### src/rtl/core/rsc_pkg.sv
package rsc_pkg;

	localparam int ACC_W       = 64;
	localparam int STORE_DEPTH = 64;
	localparam int ADDR_W      = $clog2(STORE_DEPTH);
	localparam int CNT_W       = $clog2(STORE_DEPTH + 1);
	localparam int BASE_W      = 6;
	localparam int DIGIT_W     = 6;
	localparam int CHAR_W      = 8;
	localparam int PROD_W      = ACC_W + BASE_W;
	localparam int DIV_BITS    = 4;
	localparam int DIV_STEPS   = (ACC_W + DIV_BITS - 1) / DIV_BITS;
	localparam int DIV_W       = DIV_STEPS * DIV_BITS;
	localparam int DIV_CNT_W   = $clog2(DIV_STEPS);
	localparam int QDEPTH      = 2;
	localparam int QPTR_W      = $clog2(QDEPTH);
	localparam int QCNT_W      = $clog2(QDEPTH + 1);
	localparam int CFG_IDX_W   = 1;

	localparam logic [CFG_IDX_W-1:0] CFG_SOURCE_BASE = CFG_IDX_W'(0);
	localparam logic [CFG_IDX_W-1:0] CFG_TARGET_BASE = CFG_IDX_W'(1);

	localparam logic [BASE_W-1:0] BASE_RESET = BASE_W'(10);
	localparam logic [BASE_W-1:0] BASE_MIN   = BASE_W'(2);
	localparam logic [BASE_W-1:0] BASE_MAX   = BASE_W'(36);

	localparam logic [CHAR_W-1:0] CHAR_0  = 8'h30;
	localparam logic [CHAR_W-1:0] CHAR_9  = 8'h39;
	localparam logic [CHAR_W-1:0] CHAR_UA = 8'h41;
	localparam logic [CHAR_W-1:0] CHAR_UZ = 8'h5a;
	localparam logic [CHAR_W-1:0] CHAR_LA = 8'h61;
	localparam logic [CHAR_W-1:0] CHAR_LZ = 8'h7a;
	localparam logic [CHAR_W-1:0] DIGIT_TEN = 8'd10;

	typedef struct packed {
		logic [CHAR_W-1:0] in_char;
		logic              in_last;
	} in_item_t;

	typedef struct packed {
		logic [CHAR_W-1:0] out_char;
		logic              out_last;
		logic              overflow;
	} out_item_t;

	typedef struct packed {
		logic [DIGIT_W-1:0] digit;
		logic               last;
	} q_item_t;

	typedef enum logic [1:0] {
		ST_ACC,
		ST_DIV,
		ST_RD,
		ST_OUT
	} back_state_t;

endpackage

### src/rtl/core/radix_string_converter.sv
// input: a character waits in the two-entry queue until the back end, while accumulating, takes it
// throughput: one character per cycle into the queue while it has room, one multiply-add per cycle while accumulating
// conversion: each result digit comes from one division in the 4-bit-per-cycle divider
// output: each result digit takes one store read and then one output transfer
// reset: control, accumulator and bases (to 10) clear at once, the digit store does not
module radix_string_converter (
	input  logic                              clk,
	input  logic                              arst_n,
	input  logic                              in_valid,
	output logic                              in_ready,
	input  rsc_pkg::in_item_t                 in_data,
	output logic                              out_valid,
	input  logic                              out_ready,
	output rsc_pkg::out_item_t                out_data,
	input  logic                              cfg_we,
	input  logic [rsc_pkg::CFG_IDX_W-1:0]     cfg_index,
	input  logic [rsc_pkg::BASE_W-1:0]        cfg_data
);

	logic [rsc_pkg::BASE_W-1:0] src_base_q;
	logic [rsc_pkg::BASE_W-1:0] tgt_base_q;
	logic                       q_valid;
	logic                       q_ready;
	rsc_pkg::q_item_t           q_data;

	always_ff @(posedge clk or negedge arst_n) begin
		if (!arst_n) begin
			src_base_q <= rsc_pkg::BASE_RESET;
			tgt_base_q <= rsc_pkg::BASE_RESET;
		end else if (cfg_we) begin
			if (cfg_index == rsc_pkg::CFG_SOURCE_BASE) begin
				src_base_q <= cfg_data;
			end
			if (cfg_index == rsc_pkg::CFG_TARGET_BASE) begin
				tgt_base_q <= cfg_data;
			end
		end
	end

	rsc_front u_front (
		.clk      (clk),
		.arst_n   (arst_n),
		.in_valid (in_valid),
		.in_ready (in_ready),
		.in_data  (in_data),
		.q_valid  (q_valid),
		.q_ready  (q_ready),
		.q_data   (q_data)
	);

	rsc_back u_back (
		.clk         (clk),
		.arst_n      (arst_n),
		.source_base (src_base_q),
		.target_base (tgt_base_q),
		.q_valid     (q_valid),
		.q_ready     (q_ready),
		.q_data      (q_data),
		.out_valid   (out_valid),
		.out_ready   (out_ready),
		.out_data    (out_data)
	);

endmodule

### src/rtl/core/rsc_front.sv
module rsc_front (
	input  logic               clk,
	input  logic               arst_n,
	input  logic               in_valid,
	output logic               in_ready,
	input  rsc_pkg::in_item_t  in_data,
	output logic               q_valid,
	input  logic               q_ready,
	output rsc_pkg::q_item_t   q_data
);

	function automatic logic [rsc_pkg::DIGIT_W-1:0] char_value(
		input logic [rsc_pkg::CHAR_W-1:0] c);
		logic [rsc_pkg::CHAR_W-1:0] v;
		begin
			v = '0;
			if (c >= rsc_pkg::CHAR_LA && c <= rsc_pkg::CHAR_LZ) begin
				v = c - rsc_pkg::CHAR_LA + rsc_pkg::DIGIT_TEN;
			end else if (c >= rsc_pkg::CHAR_UA && c <= rsc_pkg::CHAR_UZ) begin
				v = c - rsc_pkg::CHAR_UA + rsc_pkg::DIGIT_TEN;
			end else if (c >= rsc_pkg::CHAR_0 && c <= rsc_pkg::CHAR_9) begin
				v = c - rsc_pkg::CHAR_0;
			end
			return v[rsc_pkg::DIGIT_W-1:0];
		end
	endfunction

	rsc_pkg::q_item_t            q_mem_q [rsc_pkg::QDEPTH];
	logic [rsc_pkg::QPTR_W-1:0]  wp_q;
	logic [rsc_pkg::QPTR_W-1:0]  rp_q;
	logic [rsc_pkg::QCNT_W-1:0]  cnt_q;
	logic                        push;
	logic                        pop;

	assign in_ready = (cnt_q != rsc_pkg::QCNT_W'(rsc_pkg::QDEPTH));
	assign q_valid  = (cnt_q != '0);
	assign q_data   = q_mem_q[rp_q];
	assign push     = in_valid && in_ready;
	assign pop      = q_valid && q_ready;

	always_ff @(posedge clk) begin
		if (push) begin
			q_mem_q[wp_q].digit <= char_value(in_data.in_char);
			q_mem_q[wp_q].last  <= in_data.in_last;
		end
	end

	always_ff @(posedge clk or negedge arst_n) begin
		if (!arst_n) begin
			wp_q  <= '0;
			rp_q  <= '0;
			cnt_q <= '0;
		end else begin
			if (push) begin
				wp_q <= wp_q + 1'b1;
			end
			if (pop) begin
				rp_q <= rp_q + 1'b1;
			end
			if (push && !pop) begin
				cnt_q <= cnt_q + 1'b1;
			end else if (pop && !push) begin
				cnt_q <= cnt_q - 1'b1;
			end
		end
	end

endmodule

### src/rtl/core/rsc_div.sv
module rsc_div (
	input  logic                         clk,
	input  logic                         arst_n,
	input  logic                         start,
	input  logic [rsc_pkg::ACC_W-1:0]    dividend,
	input  logic [rsc_pkg::BASE_W-1:0]   divisor,
	output logic                         done,
	output logic [rsc_pkg::ACC_W-1:0]    quotient,
	output logic [rsc_pkg::DIGIT_W-1:0]  remainder
);

	logic [rsc_pkg::DIV_W-1:0]     quo_q;
	logic [rsc_pkg::DIGIT_W-1:0]   rem_q;
	logic [rsc_pkg::DIV_CNT_W-1:0] cnt_q;
	logic                          busy_q;
	logic                          done_q;
	logic [rsc_pkg::DIV_W-1:0]     quo_nxt;
	logic [rsc_pkg::DIGIT_W-1:0]   rem_nxt;

	// DIV_BITS restoring steps per cycle, msb first
	always_comb begin
		logic [rsc_pkg::DIGIT_W:0] r;
		logic [rsc_pkg::DIV_W-1:0] q;
		r = {1'b0, rem_q};
		q = quo_q;
		for (int i = 0; i < rsc_pkg::DIV_BITS; i++) begin
			r = {r[rsc_pkg::DIGIT_W-1:0], q[rsc_pkg::DIV_W-1]};
			q = {q[rsc_pkg::DIV_W-2:0], 1'b0};
			if (r >= {1'b0, divisor}) begin
				r    = r - {1'b0, divisor};
				q[0] = 1'b1;
			end
		end
		quo_nxt = q;
		rem_nxt = r[rsc_pkg::DIGIT_W-1:0];
	end

	always_ff @(posedge clk) begin
		if (start) begin
			quo_q <= rsc_pkg::DIV_W'(dividend);
			rem_q <= '0;
		end else if (busy_q) begin
			quo_q <= quo_nxt;
			rem_q <= rem_nxt;
		end
	end

	always_ff @(posedge clk or negedge arst_n) begin
		if (!arst_n) begin
			busy_q <= 1'b0;
			done_q <= 1'b0;
			cnt_q  <= '0;
		end else begin
			done_q <= 1'b0;
			if (start) begin
				busy_q <= 1'b1;
				cnt_q  <= '0;
			end else if (busy_q) begin
				cnt_q <= cnt_q + 1'b1;
				if (cnt_q == rsc_pkg::DIV_CNT_W'(rsc_pkg::DIV_STEPS - 1)) begin
					busy_q <= 1'b0;
					done_q <= 1'b1;
				end
			end
		end
	end

	assign done      = done_q;
	assign quotient  = quo_q[rsc_pkg::ACC_W-1:0];
	assign remainder = rem_q;

endmodule

### src/rtl/core/rsc_back.sv
module rsc_back (
	input  logic                        clk,
	input  logic                        arst_n,
	input  logic [rsc_pkg::BASE_W-1:0]  source_base,
	input  logic [rsc_pkg::BASE_W-1:0]  target_base,
	input  logic                        q_valid,
	output logic                        q_ready,
	input  rsc_pkg::q_item_t            q_data,
	output logic                        out_valid,
	input  logic                        out_ready,
	output rsc_pkg::out_item_t          out_data
);

	function automatic logic [rsc_pkg::BASE_W-1:0] clamp_base(
		input logic [rsc_pkg::BASE_W-1:0] b);
		begin
			if (b < rsc_pkg::BASE_MIN) begin
				return rsc_pkg::BASE_MIN;
			end
			if (b > rsc_pkg::BASE_MAX) begin
				return rsc_pkg::BASE_MAX;
			end
			return b;
		end
	endfunction

	function automatic logic [rsc_pkg::CHAR_W-1:0] digit_char(
		input logic [rsc_pkg::DIGIT_W-1:0] v);
		logic [rsc_pkg::CHAR_W-1:0] w;
		begin
			w = rsc_pkg::CHAR_W'(v);
			if (w < rsc_pkg::DIGIT_TEN) begin
				return w + rsc_pkg::CHAR_0;
			end
			return w + rsc_pkg::CHAR_UA - rsc_pkg::DIGIT_TEN;
		end
	endfunction

	rsc_pkg::back_state_t           state_q;
	rsc_pkg::back_state_t           state_nxt;
	logic [rsc_pkg::ACC_W-1:0]      acc_q;
	logic                           ovf_q;
	logic [rsc_pkg::CNT_W-1:0]      count_q;
	logic [rsc_pkg::DIGIT_W-1:0]    store_q [rsc_pkg::STORE_DEPTH];
	logic [rsc_pkg::DIGIT_W-1:0]    rd_q;
	logic [rsc_pkg::PROD_W-1:0]     sum;
	logic [rsc_pkg::BASE_W-1:0]     sb;
	logic [rsc_pkg::BASE_W-1:0]     tb;
	logic                           take;
	logic                           div_fin;
	logic                           div_more;
	logic [rsc_pkg::ADDR_W-1:0]     rd_addr;
	logic [rsc_pkg::ACC_W-1:0]      div_dividend;
	logic [rsc_pkg::ACC_W-1:0]      div_quo;
	logic [rsc_pkg::DIGIT_W-1:0]    div_rem;
	logic                           div_start;
	logic                           div_done;

	assign sb      = clamp_base(source_base);
	assign tb      = clamp_base(target_base);
	assign sum     = rsc_pkg::PROD_W'(acc_q) * rsc_pkg::PROD_W'(sb)
		+ rsc_pkg::PROD_W'(q_data.digit);
	assign take    = q_valid && q_ready;
	assign rd_addr = rsc_pkg::ADDR_W'(count_q - 1'b1);

	// stop on a zero quotient or a full store
	assign div_fin  = div_done && ((div_quo == '0)
		|| (count_q == rsc_pkg::CNT_W'(rsc_pkg::STORE_DEPTH - 1)));
	assign div_more = div_done && !div_fin;

	rsc_div u_div (
		.clk       (clk),
		.arst_n    (arst_n),
		.start     (div_start),
		.dividend  (div_dividend),
		.divisor   (tb),
		.done      (div_done),
		.quotient  (div_quo),
		.remainder (div_rem)
	);

	always_comb begin
		state_nxt = state_q;
		unique case (state_q)
			rsc_pkg::ST_ACC: begin
				if (take && q_data.last) begin
					state_nxt = rsc_pkg::ST_DIV;
				end
			end
			rsc_pkg::ST_DIV: begin
				if (div_fin) begin
					state_nxt = rsc_pkg::ST_RD;
				end
			end
			rsc_pkg::ST_RD: begin
				state_nxt = rsc_pkg::ST_OUT;
			end
			rsc_pkg::ST_OUT: begin
				if (out_ready) begin
					state_nxt = (count_q == rsc_pkg::CNT_W'(1)) ? rsc_pkg::ST_ACC
						: rsc_pkg::ST_RD;
				end
			end
			default: state_nxt = rsc_pkg::ST_ACC;
		endcase
	end

	always_comb begin
		q_ready       = 1'b0;
		out_valid     = 1'b0;
		div_start     = 1'b0;
		div_dividend  = div_quo;
		unique case (state_q)
			rsc_pkg::ST_ACC: begin
				q_ready       = 1'b1;
				div_start     = q_valid && q_data.last;
				div_dividend  = sum[rsc_pkg::ACC_W-1:0];
			end
			rsc_pkg::ST_DIV: begin
				div_start = div_more;
			end
			rsc_pkg::ST_RD: begin
			end
			rsc_pkg::ST_OUT: begin
				out_valid = 1'b1;
			end
			default: begin
			end
		endcase
	end

	always_ff @(posedge clk or negedge arst_n) begin
		if (!arst_n) begin
			state_q <= rsc_pkg::ST_ACC;
			acc_q   <= '0;
			ovf_q   <= 1'b0;
			count_q <= '0;
		end else begin
			state_q <= state_nxt;
			if (state_q == rsc_pkg::ST_ACC && take) begin
				acc_q <= q_data.last ? '0 : sum[rsc_pkg::ACC_W-1:0];
				if (sum[rsc_pkg::PROD_W-1:rsc_pkg::ACC_W] != '0) begin
					ovf_q <= 1'b1;
				end
			end
			if (state_q == rsc_pkg::ST_DIV && div_done) begin
				count_q <= count_q + 1'b1;
			end
			if (state_q == rsc_pkg::ST_OUT && out_ready) begin
				count_q <= count_q - 1'b1;
				if (count_q == rsc_pkg::CNT_W'(1)) begin
					ovf_q <= 1'b0;
				end
			end
		end
	end

	always_ff @(posedge clk) begin
		if (state_q == rsc_pkg::ST_DIV && div_done) begin
			store_q[count_q[rsc_pkg::ADDR_W-1:0]] <= div_rem;
		end
		if (state_q == rsc_pkg::ST_RD) begin
			rd_q <= store_q[rd_addr];
		end
	end

	assign out_data.out_char = digit_char(rd_q);
	assign out_data.out_last = (count_q == rsc_pkg::CNT_W'(1));
	assign out_data.overflow = ovf_q;

endmodule

### config.mk
export PLATFORM = sky130hd
export DESIGN_NAME = radix_string_converter
export DESIGN_NICKNAME = d
export VERILOG_FILES = /design/src/rtl/core/rsc_pkg.sv /design/src/rtl/core/radix_string_converter.sv /design/src/rtl/core/rsc_front.sv /design/src/rtl/core/rsc_div.sv /design/src/rtl/core/rsc_back.sv
export SDC_FILE = /design/constraint.sdc
export NUM_CORES = 2
export LEC_CHECK = 0
export ABC_AREA = 1
export BUFFER_PORTS_ARGS = -buffer_cell sky130_fd_sc_hd__buf_2
export CORE_ASPECT_RATIO = 0.7
export CORE_MARGIN = 2
export CORE_UTILIZATION = 42
export CTS_CLUSTER_SIZE = 20
export DETAILED_ROUTE_END_ITERATION = 10
export GPL_TIMING_DRIVEN = 1
export PLACE_DENSITY_LB_ADDON = 0.05
export SYNTH_ARGS = -nofsm -noshare
export SYNTH_HDL_FRONTEND = slang
export SYNTH_SLANG_ARGS = --single-unit
### constraint.sdc
create_clock -name clk -period 20.3 [get_ports clk]
set_input_delay 4.06 -clock clk [delete_from_list [all_inputs] [get_ports clk]]
set_output_delay 4.06 -clock clk [all_outputs]
set_load 0.005 [all_outputs]
==> After elaboration in Yosys (flattened, before gate mapping) <==
Memory sizes are Yosys's and may differ from the RTL's. A register that Yosys moved wholly into a read port is not among the register bits.
Index checks and enable logic that the tools add are counted.
{ "totals": {"romBits": 0, "inputBits": 21, "ram_bits": 398, "out_inout_bits": 12, "word_cells": 154, "latch_bits": 0, "ff_bits": 166, "mem_count": 2} }
{ "op_classes": {"shifts": 0, "n_mul": 1, "n_reduce_logical": 29, "bitwise_logic": 1, "n_eq_ne": 11, "n_addsub": 20, "muxes": 61, "n_div": 0, "n_lt_le_gt_ge": 15} }
{ "mem_list": {"columns": ["memory", "depth", "word_bits", "rd", "rd_clocked_by_memory_dff", "write_ports", "line_no", "rtl"], "rows": [
  ["u_back.store_q", 64, 6, 1, 1, 1, "rsc_back.sv:44", "logic [rsc_pkg::DIGIT_W-1:0] store_q [rsc_pkg::STORE_DEPTH];"],
  ["u_front.q_mem_q", 2, 7, 1, 0, 1, "rsc_front.sv:28", "rsc_pkg::q_item_t q_mem_q [rsc_pkg::QDEPTH];"]
]} }
{ "op_table": {"columns": ["cell", "n"], "rows": [
  ["$mux 64", 4],
  ["$mux 6", 16],
  ["$add 70x6->70", 1],
  ["$mul 64x6->70", 1],
  ["$logic_not 64->1", 1],
  ["$ge 7x6->1", 4],
  ["$mux 1", 27],
  ["$sub 6x6->6", 4],
  ["$ge 8x7->1 const B", 2],
  ["$le 8x7->1 const B", 2],
  ["$mux 8", 2],
  ["$logic_and 1x1->1", 14],
  ["$mux 7", 2],
  ["$add 6x4->6 const B", 2],
  ["$gt 6x6->1 const B", 2],
  ["$lt 6x2->1 const B", 2],
  ["$mux 2", 6],
  ["$sub 6x6->6 const B", 2],
  ["$add 6x7->8 const B", 1],
  ["$ge 8x6->1 const B", 1],
  ["$le 8x6->1 const B", 1],
  ["$mux 4", 2],
  ["$pmux 2 s4", 1],
  ["$reduce_bool 2->1", 4],
  ["other kinds (25)", 34]
]} }

==> Longest topological paths before layout <==
{ "depth": {"word_depth": 15, "mapped_depth": 51, "depth_no_buf": 50} }

==> By module <==
From an unflattened synthesis, not the netlist that was laid out.
{ "unflattened": {"cells_unflattened": 4279, "area_unflattened_um2": 39185.1} }
{ "modules_own_cells": {"columns": ["module", "instances", "area_per_inst_um2", "seq_area_each_um2", "cells_each"], "rows": [
  ["rsc_back", 1, 32912.8, 13563.0, 3532],
  ["rsc_div", 1, 4586.9, 2192.1, 546],
  ["rsc_front", 1, 1196.1, 520.5, 148],
  ["radix_string_converter", 1, 489.2, 305.3, 53]
]} }

==> Worst setup path before layout <==
Ideal clock, no wire load.
{ "synth_timing": {"path_kind": "register to register", "start": "register u_back.u_div.rem_q (netlist bit u_back.u_div.remainder[3])", "end": "register u_back.u_div.quo_q (netlist bit u_back.u_div.quotient[0]), data pin", "period_less_slack_ns": 6.744, "stages_incl_launch_ff": 44, "path_buffers": 1, "path_slack_ns": 13.556, "t_required_ns": 20.039, "setup_time_ns": 0.261, "arrival_ns": 6.483, "cell_sequence": "dfxtp_1 -> ha_1 -> a21oi_2 -> inv_2 -> a21oi_2 -> nand3_2 -> inv_4 -> nand2_1 -> o21ai_0 -> ha_1 -> a21oi_1 -> o21ai_1 -> nand2_1 -> o21ai_1 -> nand3_1 -> nand2_1 -> nor2_2 -> buf_6 -> [8 not listed] -> nand2_1 -> a21oi_1 -> inv_1 -> nor2_2 -> nand2_1 -> nand2_1 -> inv_1 -> ha_1 -> a21oi_1 -> nand2_1 -> nand2_1 -> nand2_1 -> a21oi_1 -> o21ai_0 -> a21oi_1 -> nand3_2 -> nand2_1 -> o21ai_1"} }
{ "synth_via": {"elab_chain_len": 10, "elab_cells_between_ends": 13, "cone_classes": "3 x add/sub; 4 x order compare; 6 x mux"} }
{ "synth_lines": {"columns": ["element", "line_no", "rtl"], "rows": [
  ["start, declared", "rsc_div.sv:13", "logic [rsc_pkg::DIGIT_W-1:0] rem_q;"],
  ["start signal, assigned", "rsc_div.sv:44", "rem_q <= rem_nxt;"],
  ["$sub 6x6->6 / $ge 7x6->1 (equally long branches)", "rsc_div.sv:30, rsc_div.sv:29", null],
  ["$mux 6 *", "rsc_div.sv:29", "if (r >= {1'b0, divisor}) begin"],
  ["$sub 6x6->6 / $ge 7x6->1 (equally long branches)", "rsc_div.sv:30, rsc_div.sv:29", null],
  ["$mux 6 *", "rsc_div.sv:29", null],
  ["$ge 7x6->1 / $sub 6x6->6 (equally long branches)", "rsc_div.sv:29, rsc_div.sv:30", null],
  ["$mux 6 *", "rsc_div.sv:29", null],
  ["$ge 7x6->1 *", "rsc_div.sv:29", null],
  ["$mux 1 *", "rsc_div.sv:29", null],
  ["$mux 64 *", "rsc_div.sv:42", "end else if (busy_q) begin"],
  ["$mux 64 *", "rsc_div.sv:39", "if (start) begin"],
  ["end signal, assigned", "rsc_div.sv:40", "quo_q <= rsc_pkg::DIV_W'(dividend);"],
  ["end signal, assigned", "rsc_div.sv:43", "quo_q <= quo_nxt;"],
  ["end, declared", "rsc_div.sv:12", "logic [rsc_pkg::DIV_W-1:0] quo_q;"]
]} }
Mark *: on every way between the ends. The rest lies on a longest branch, timed or not. The select of a mux whose other input is x is not followed.
A chain may end at the register's enable or synchronous reset.

==> Worst setup path after layout <==
{ "layout_timing": {"start": "register tgt_base_q[1] (netlist name)", "end": "register u_back.u_div.quo_q (netlist bit u_back.u_div.quotient[0]), data pin"} }
{ "layout_via": {"elab_chain_len": 15, "elab_cells_between_ends": 21, "cone_classes": "3 x add/sub; 6 x order compare; 12 x mux"} }
{ "layout_lines": {"columns": ["element", "line_no", "rtl"], "rows": [
  ["start, declared", "radix_string_converter.sv:21", "logic [rsc_pkg::BASE_W-1:0] tgt_base_q;"],
  ["start signal, assigned", "radix_string_converter.sv:29", "tgt_base_q <= rsc_pkg::BASE_RESET;"],
  ["start signal, assigned", "radix_string_converter.sv:35", "tgt_base_q <= cfg_data;"],
  ["$gt 6x6->1", "rsc_back.sv:20", "if (b > rsc_pkg::BASE_MAX) begin"],
  ["$mux 1 (2 in series)", "rsc_back.sv:20", null],
  ["$mux 6", "rsc_back.sv:23", "return b;"],
  ["$mux 6 *", "rsc_back.sv:20", null],
  ["$sub 6x6->6 / $ge 7x6->1 (equally long branches)", "rsc_div.sv:30, rsc_div.sv:29", null],
  ["$mux 6", "rsc_div.sv:29", null],
  ["$sub 6x6->6 / $ge 7x6->1 (equally long branches)", "rsc_div.sv:30, rsc_div.sv:29", null],
  ["$mux 6", "rsc_div.sv:29", null],
  ["$sub 6x6->6 / $ge 7x6->1 (equally long branches)", "rsc_div.sv:30, rsc_div.sv:29", null],
  ["$mux 6", "rsc_div.sv:29", null],
  ["$ge 7x6->1 *", "rsc_div.sv:29", null],
  ["$mux 1 *", "rsc_div.sv:29", null],
  ["$mux 64 *", "rsc_div.sv:42", null],
  ["$mux 64 *", "rsc_div.sv:39", null]
]} }
Marked as above.

==> impl_metrics.json <==
{
  "globalRouteMet3Util_pct": 5.01,
  "status": "finished, final reports clean",
  "combinationalPowerShare_pct": 52.9,
  "grtUsageMet1_pct": 42.6,
  "synth_top_family_by_area": "adder cells",
  "layout_min_cycle_time_ns": 7.94,
  "min_from": "u_front.cnt_q[0]$_DFFE_PN0P_",
  "core.rowCount": 92,
  "syn-num-nets": 4509,
  "synth_largest_type_area_fraction_pct": 37.0,
  "holdPathStages": 1,
  "syn_area_per_cell_um2": 9.39,
  "diodes": 0,
  "highest_clock_rate_mhz": 126,
  "crit_path_max_incr_delay_ns": 0.62,
  "cp-end-kind": "flip-flop",
  "fill_cells": 8771,
  "yosys.area_share.xor_xnor_pct": 1.80,
  "ys_types": 56,
  "critPathRequiredTime_ns": 20.66,
  "synth-warning-count": 0,
  "timing.critical_path.arrival_ns": 8.30,
  "ctsResizeCount": 0,
  "timing.slew.headroom_pct": 23.3,
  "first_global_vias": 27600,
  "cts-buffers-inserted": 61,
  "layout_worst_path_cycle_share_pct": 39.1,
  "synth_top_area_cell": "edfxtp_1",
  "dr_total_vias": 28300,
  "tritoncts_clock_tree": "done",
  "hold_path.class": "flip-flop to flip-flop",
  "synth_seq_cells": 570,
  "first_pass_grt_wire_length_um": 172000,
  "number_of_standard_cells_after_synthesis": 4046,
  "ir_drop_uv": 224,
  "timing.critical_path.slowest_stage_cell": "a21oi_1",
  "use_met2_pct": 29.7,
  "power.total_w": 0.00601,
  "rr_startpoint": "tgt_base_q[1]$_DFFE_PN1P_",
  "starting_utilization_of_the_core_area_pct": 42.3,
  "crit_path_max_fanout": 11,
  "clk-insertion-delay-late_ns": 0.66,
  "dr.first_iter.drc_count": 2563,
  "top_level_ports": 33,
  "drc_errors": 0,
  "dp_hpwl_um": 80200,
  "synth_compound_area_share_pct": 9.24,
  "synthAdderAreaFrac_pct": 19.6,
  "ys_async_sr_fraction_pct": 16.8,
  "synthToLayoutAreaGrowth_pct": 8.85,
  "syn_area_um2": 38000,
  "sequentialPowerShare_pct": 27.9,
  "worst_setup_path_startpoint": "tgt_base_q[1]$_DFFE_PN1P_",
  "worst_slew_pin_slew_ns": 1.15,
  "nets": 4484,
  "grt_most_used_layer": "met1",
  "ant_nets": 0,
  "power.share.switching_pct": 46.3,
  "criticalPathCategory": "flip-flop to flip-flop",
  "ys.flop_type": "edfxtp_1",
  "die_y_um": 256,
  "area_used_by_multi_input_combinational_logic_um2": 19100,
  "htreeDepth": 2,
  "final_layout_size_suffix_gt1_share_pct": 5.40,
  "antenna_found_initial": 3,
  "hold_viol_final": 0,
  "p_int_w": 0.00323,
  "grt_util_all_layers_pct": 24.2,
  "power.clock.fraction_pct": 19.1,
  "port_buffers": 31,
  "worst_setup_path_start_kind": "flip-flop",
  "clock_tree.buffer_depth": 3,
  "detailed_route_wire_length_per_cell_um": 21.2,
  "synth_simple_gate_area_share_pct": 18.1,
  "clkSinkCount": 570,
  "place_congestion": 0.930,
  "placeableCoreArea_um2": 89800,
  "cap_violations": 0,
  "totalWireLength_um": 111000,
  "grt_max_degree": 104,
  "layout.area.seq_um2": 16600,
  "final.setup.tns_ns": 0,
  "timing.clock.skew_ns": 0.0327,
  "power_density_nw_per_um2": 145,
  "first_pass_iters": 5,
  "report.final.setup_viol": 0,
  "clkSlewWorstSetupHoldPaths_ns": 0.06,
  "die_width_um": 363,
  "leakagePower_nw": 18.4,
  "final_max_slew_viol_count": 0,
  "netlist_top_cells_area": "edfxtp_1, fa_1, nand2_1, nor2_1, ha_1",
  "postCtsSetupRepairBufs": 0,
  "clock_tree.root_cell": "clkbuf_16",
  "synth-edff-count": 468,
  "switchingPower_w": 0.00278,
  "grt_remaining_overflow": 0,
  "reg2regPathDepth": 44,
  "yosysSeqAreaShare_pct": 43.6,
  "route.detailed.vias_per_inst": 5.39,
  "postCtsHoldBufs": 0,
  "path_common_cell": "nand2_1",
  "setup_repair_after_global_routing_missed_its_margin": "false",
  "synth.mux.area_fraction_pct": 1.34,
  "overall_die_area_um2": 92900
}
==> power by group through the flow <==
stage | sequential (W) | combinational [W] | clock (W)
5_1_grt | 0.00169 | 0.00358 | 0.00122
6_report | 0.00168 | 0.00318 | 0.00115
2_1_floorplan | 0.00170 | 0.00221 | 0
4_1_cts | 0.00168 | 0.00318 | 0.00117
3_3_place_gp | 0.00170 | 0.00319 | 0
3_5_place_dp | 0.00170 | 0.00317 | 0
==> final cells by class <==
type / instances / share of cell area, %
Multi-Input combinational cell: 2853 / 46.2
Sequential cell: 570 / 40.1
Inverter: 475 / 4.32
Clock buffer: 73 / 3.90
Tap cell: 1175 / 3.56
Clock inverter: 41 / 1.01
Timing Repair Buffer: 60 / 0.908
==> sequential cells by signal, summed over array words and instances, names as in the netlist <==
name	flops
u_back.store_q	384
src_base_q	6
u_back.u_div.remainder	6
u_back.u_div.busy_q	1
u_front.q_mem_q	14
u_back.u_div.done	1
u_back.ovf_q	1
u_back.count_q	7
u_front.wp_q	1
u_back.acc_q	64
u_front.cnt_q	2
u_back.u_div.cnt_q	4
u_back.state_q	2
u_back.rd_q	6
u_back.u_div.quotient	64
u_front.rp_q	1
tgt_base_q	6
==> cells in the final DEF, fill, tap and decap left out, types with 7 or more instances in the layout <==
master,count
a21oi_1,110
a31oi_1,10
buf_2,30
buf_4,30
clkbuf_1,9
clkbuf_16,62
clkinv_1,12
clkinv_2,9
clkinv_4,9
dfrtp_1,90
edfxtp_1,468
fa_1,256
ha_1,185
inv_1,462
inv_2,7
mux2i_1,51
nand2_1,735
nand2_2,10
nand3_1,134
nand3b_1,7
nand4_1,23
nor2_1,719
nor3_1,24
nor4_1,16
o211ai_1,52
o21ai_0,221
o21ai_1,21
o21bai_1,15
o221ai_1,49
o22ai_1,30
o32ai_1,48
or2_1,8
or2_2,7
xnor2_1,30
xor2_1,47
==> cell families (layout without fill, tap and decap cells) <==
family	count (synthesis)	in the layout
flip-flops	570	570
adder cells (fa/ha/maj)	442	442
AND/OR/NAND/NOR	1707	1707
multiplexers	51	51
XOR/XNOR	78	78
other	1	1
AO/OA/AOI/OAI	574	574
buffers and inverters	623	649
==> cell usage after synthesis (all sizes together) (3+ instances only) <==
| cell | instances |
|---|---|
| o211ai | 52 |
| edfxtp | 468 |
| clkbuf | 105 |
| clkinv | 4 |
| o32ai | 48 |
| inv | 471 |
| and2 | 5 |
| xnor2 | 30 |
| o21bai | 15 |
| or2 | 15 |
| nand2 | 746 |
| o21a | 3 |
| nand3b | 7 |
| mux2i | 51 |
| fa | 256 |
| nand4 | 23 |
| a31oi | 10 |
| o22ai | 30 |
| buf | 43 |
| o21ai | 245 |
| ha | 186 |
| dfrtp | 92 |
| xor2 | 48 |
| nand3 | 138 |
| a21oi | 114 |
| dfstp | 4 |
| o221ai | 49 |
| nor4 | 17 |
| nor2 | 728 |
| nor3 | 24 |
| dfxtp | 6 |
==> layer usage <==
metal / vias to the layer above / part of all wire (%)
met5: - / 0.012
met1: 14000 / 55
met4: 2 / 0.99
met3: 83 / 7.7
met2: 795 / 36
li1: 13400 / -
==> final timing paths <==
kind	to	slack, ns
max in group asynchronous	u_back.count_q[0]$_DFFE_PN0P_	15.49
min in group asynchronous	src_base_q[5]$_DFFE_PN0P_	3.46
hold / removal	u_front.cnt_q[0]$_DFFE_PN0P_	0.47
hold reg to reg	u_front.cnt_q[0]$_DFFE_PN0P_	0.47
setup / recovery	u_back.u_div.quotient[0]$_DFFE_PP_	12.36
setup reg to reg	u_back.u_div.quotient[0]$_DFFE_PP_	12.36
==> worst max-delay path, delay by kind of cell, from the launching register on <==
kind / cells / cell delay (ns)
AO/OA/AOI/OAI: 16 / 3.13
AND/OR/NAND/NOR: 21 / 2.36
buffers and inverters: 3 / 0.24
flip-flops: 1 / 0.56
adder cells (fa/ha/maj): 4 / 1.38
==> stage by stage <==
step | util, % | instance area [µm²] | cells | worst slack, ns | hold slack [ns]
5_1_grt | 46.1 | 41400 | 5247 | 11.39 | 0.514
6_report | 46.1 | 41400 | 5247 | 12.36 | 0.473
3_3_place_gp | 43.8 | 39300 | 5133 | 12.51 | 0.463
4_1_cts | 46.1 | 41400 | 5247 | 12.36 | 0.479
3_5_place_dp | 43.8 | 39300 | 5133 | 12.39 | 0.466
2_1_floorplan | - | 38000 | 4046 | 13.56 | 0.446
No activity file was read; power rests on OpenSTA's default activity.
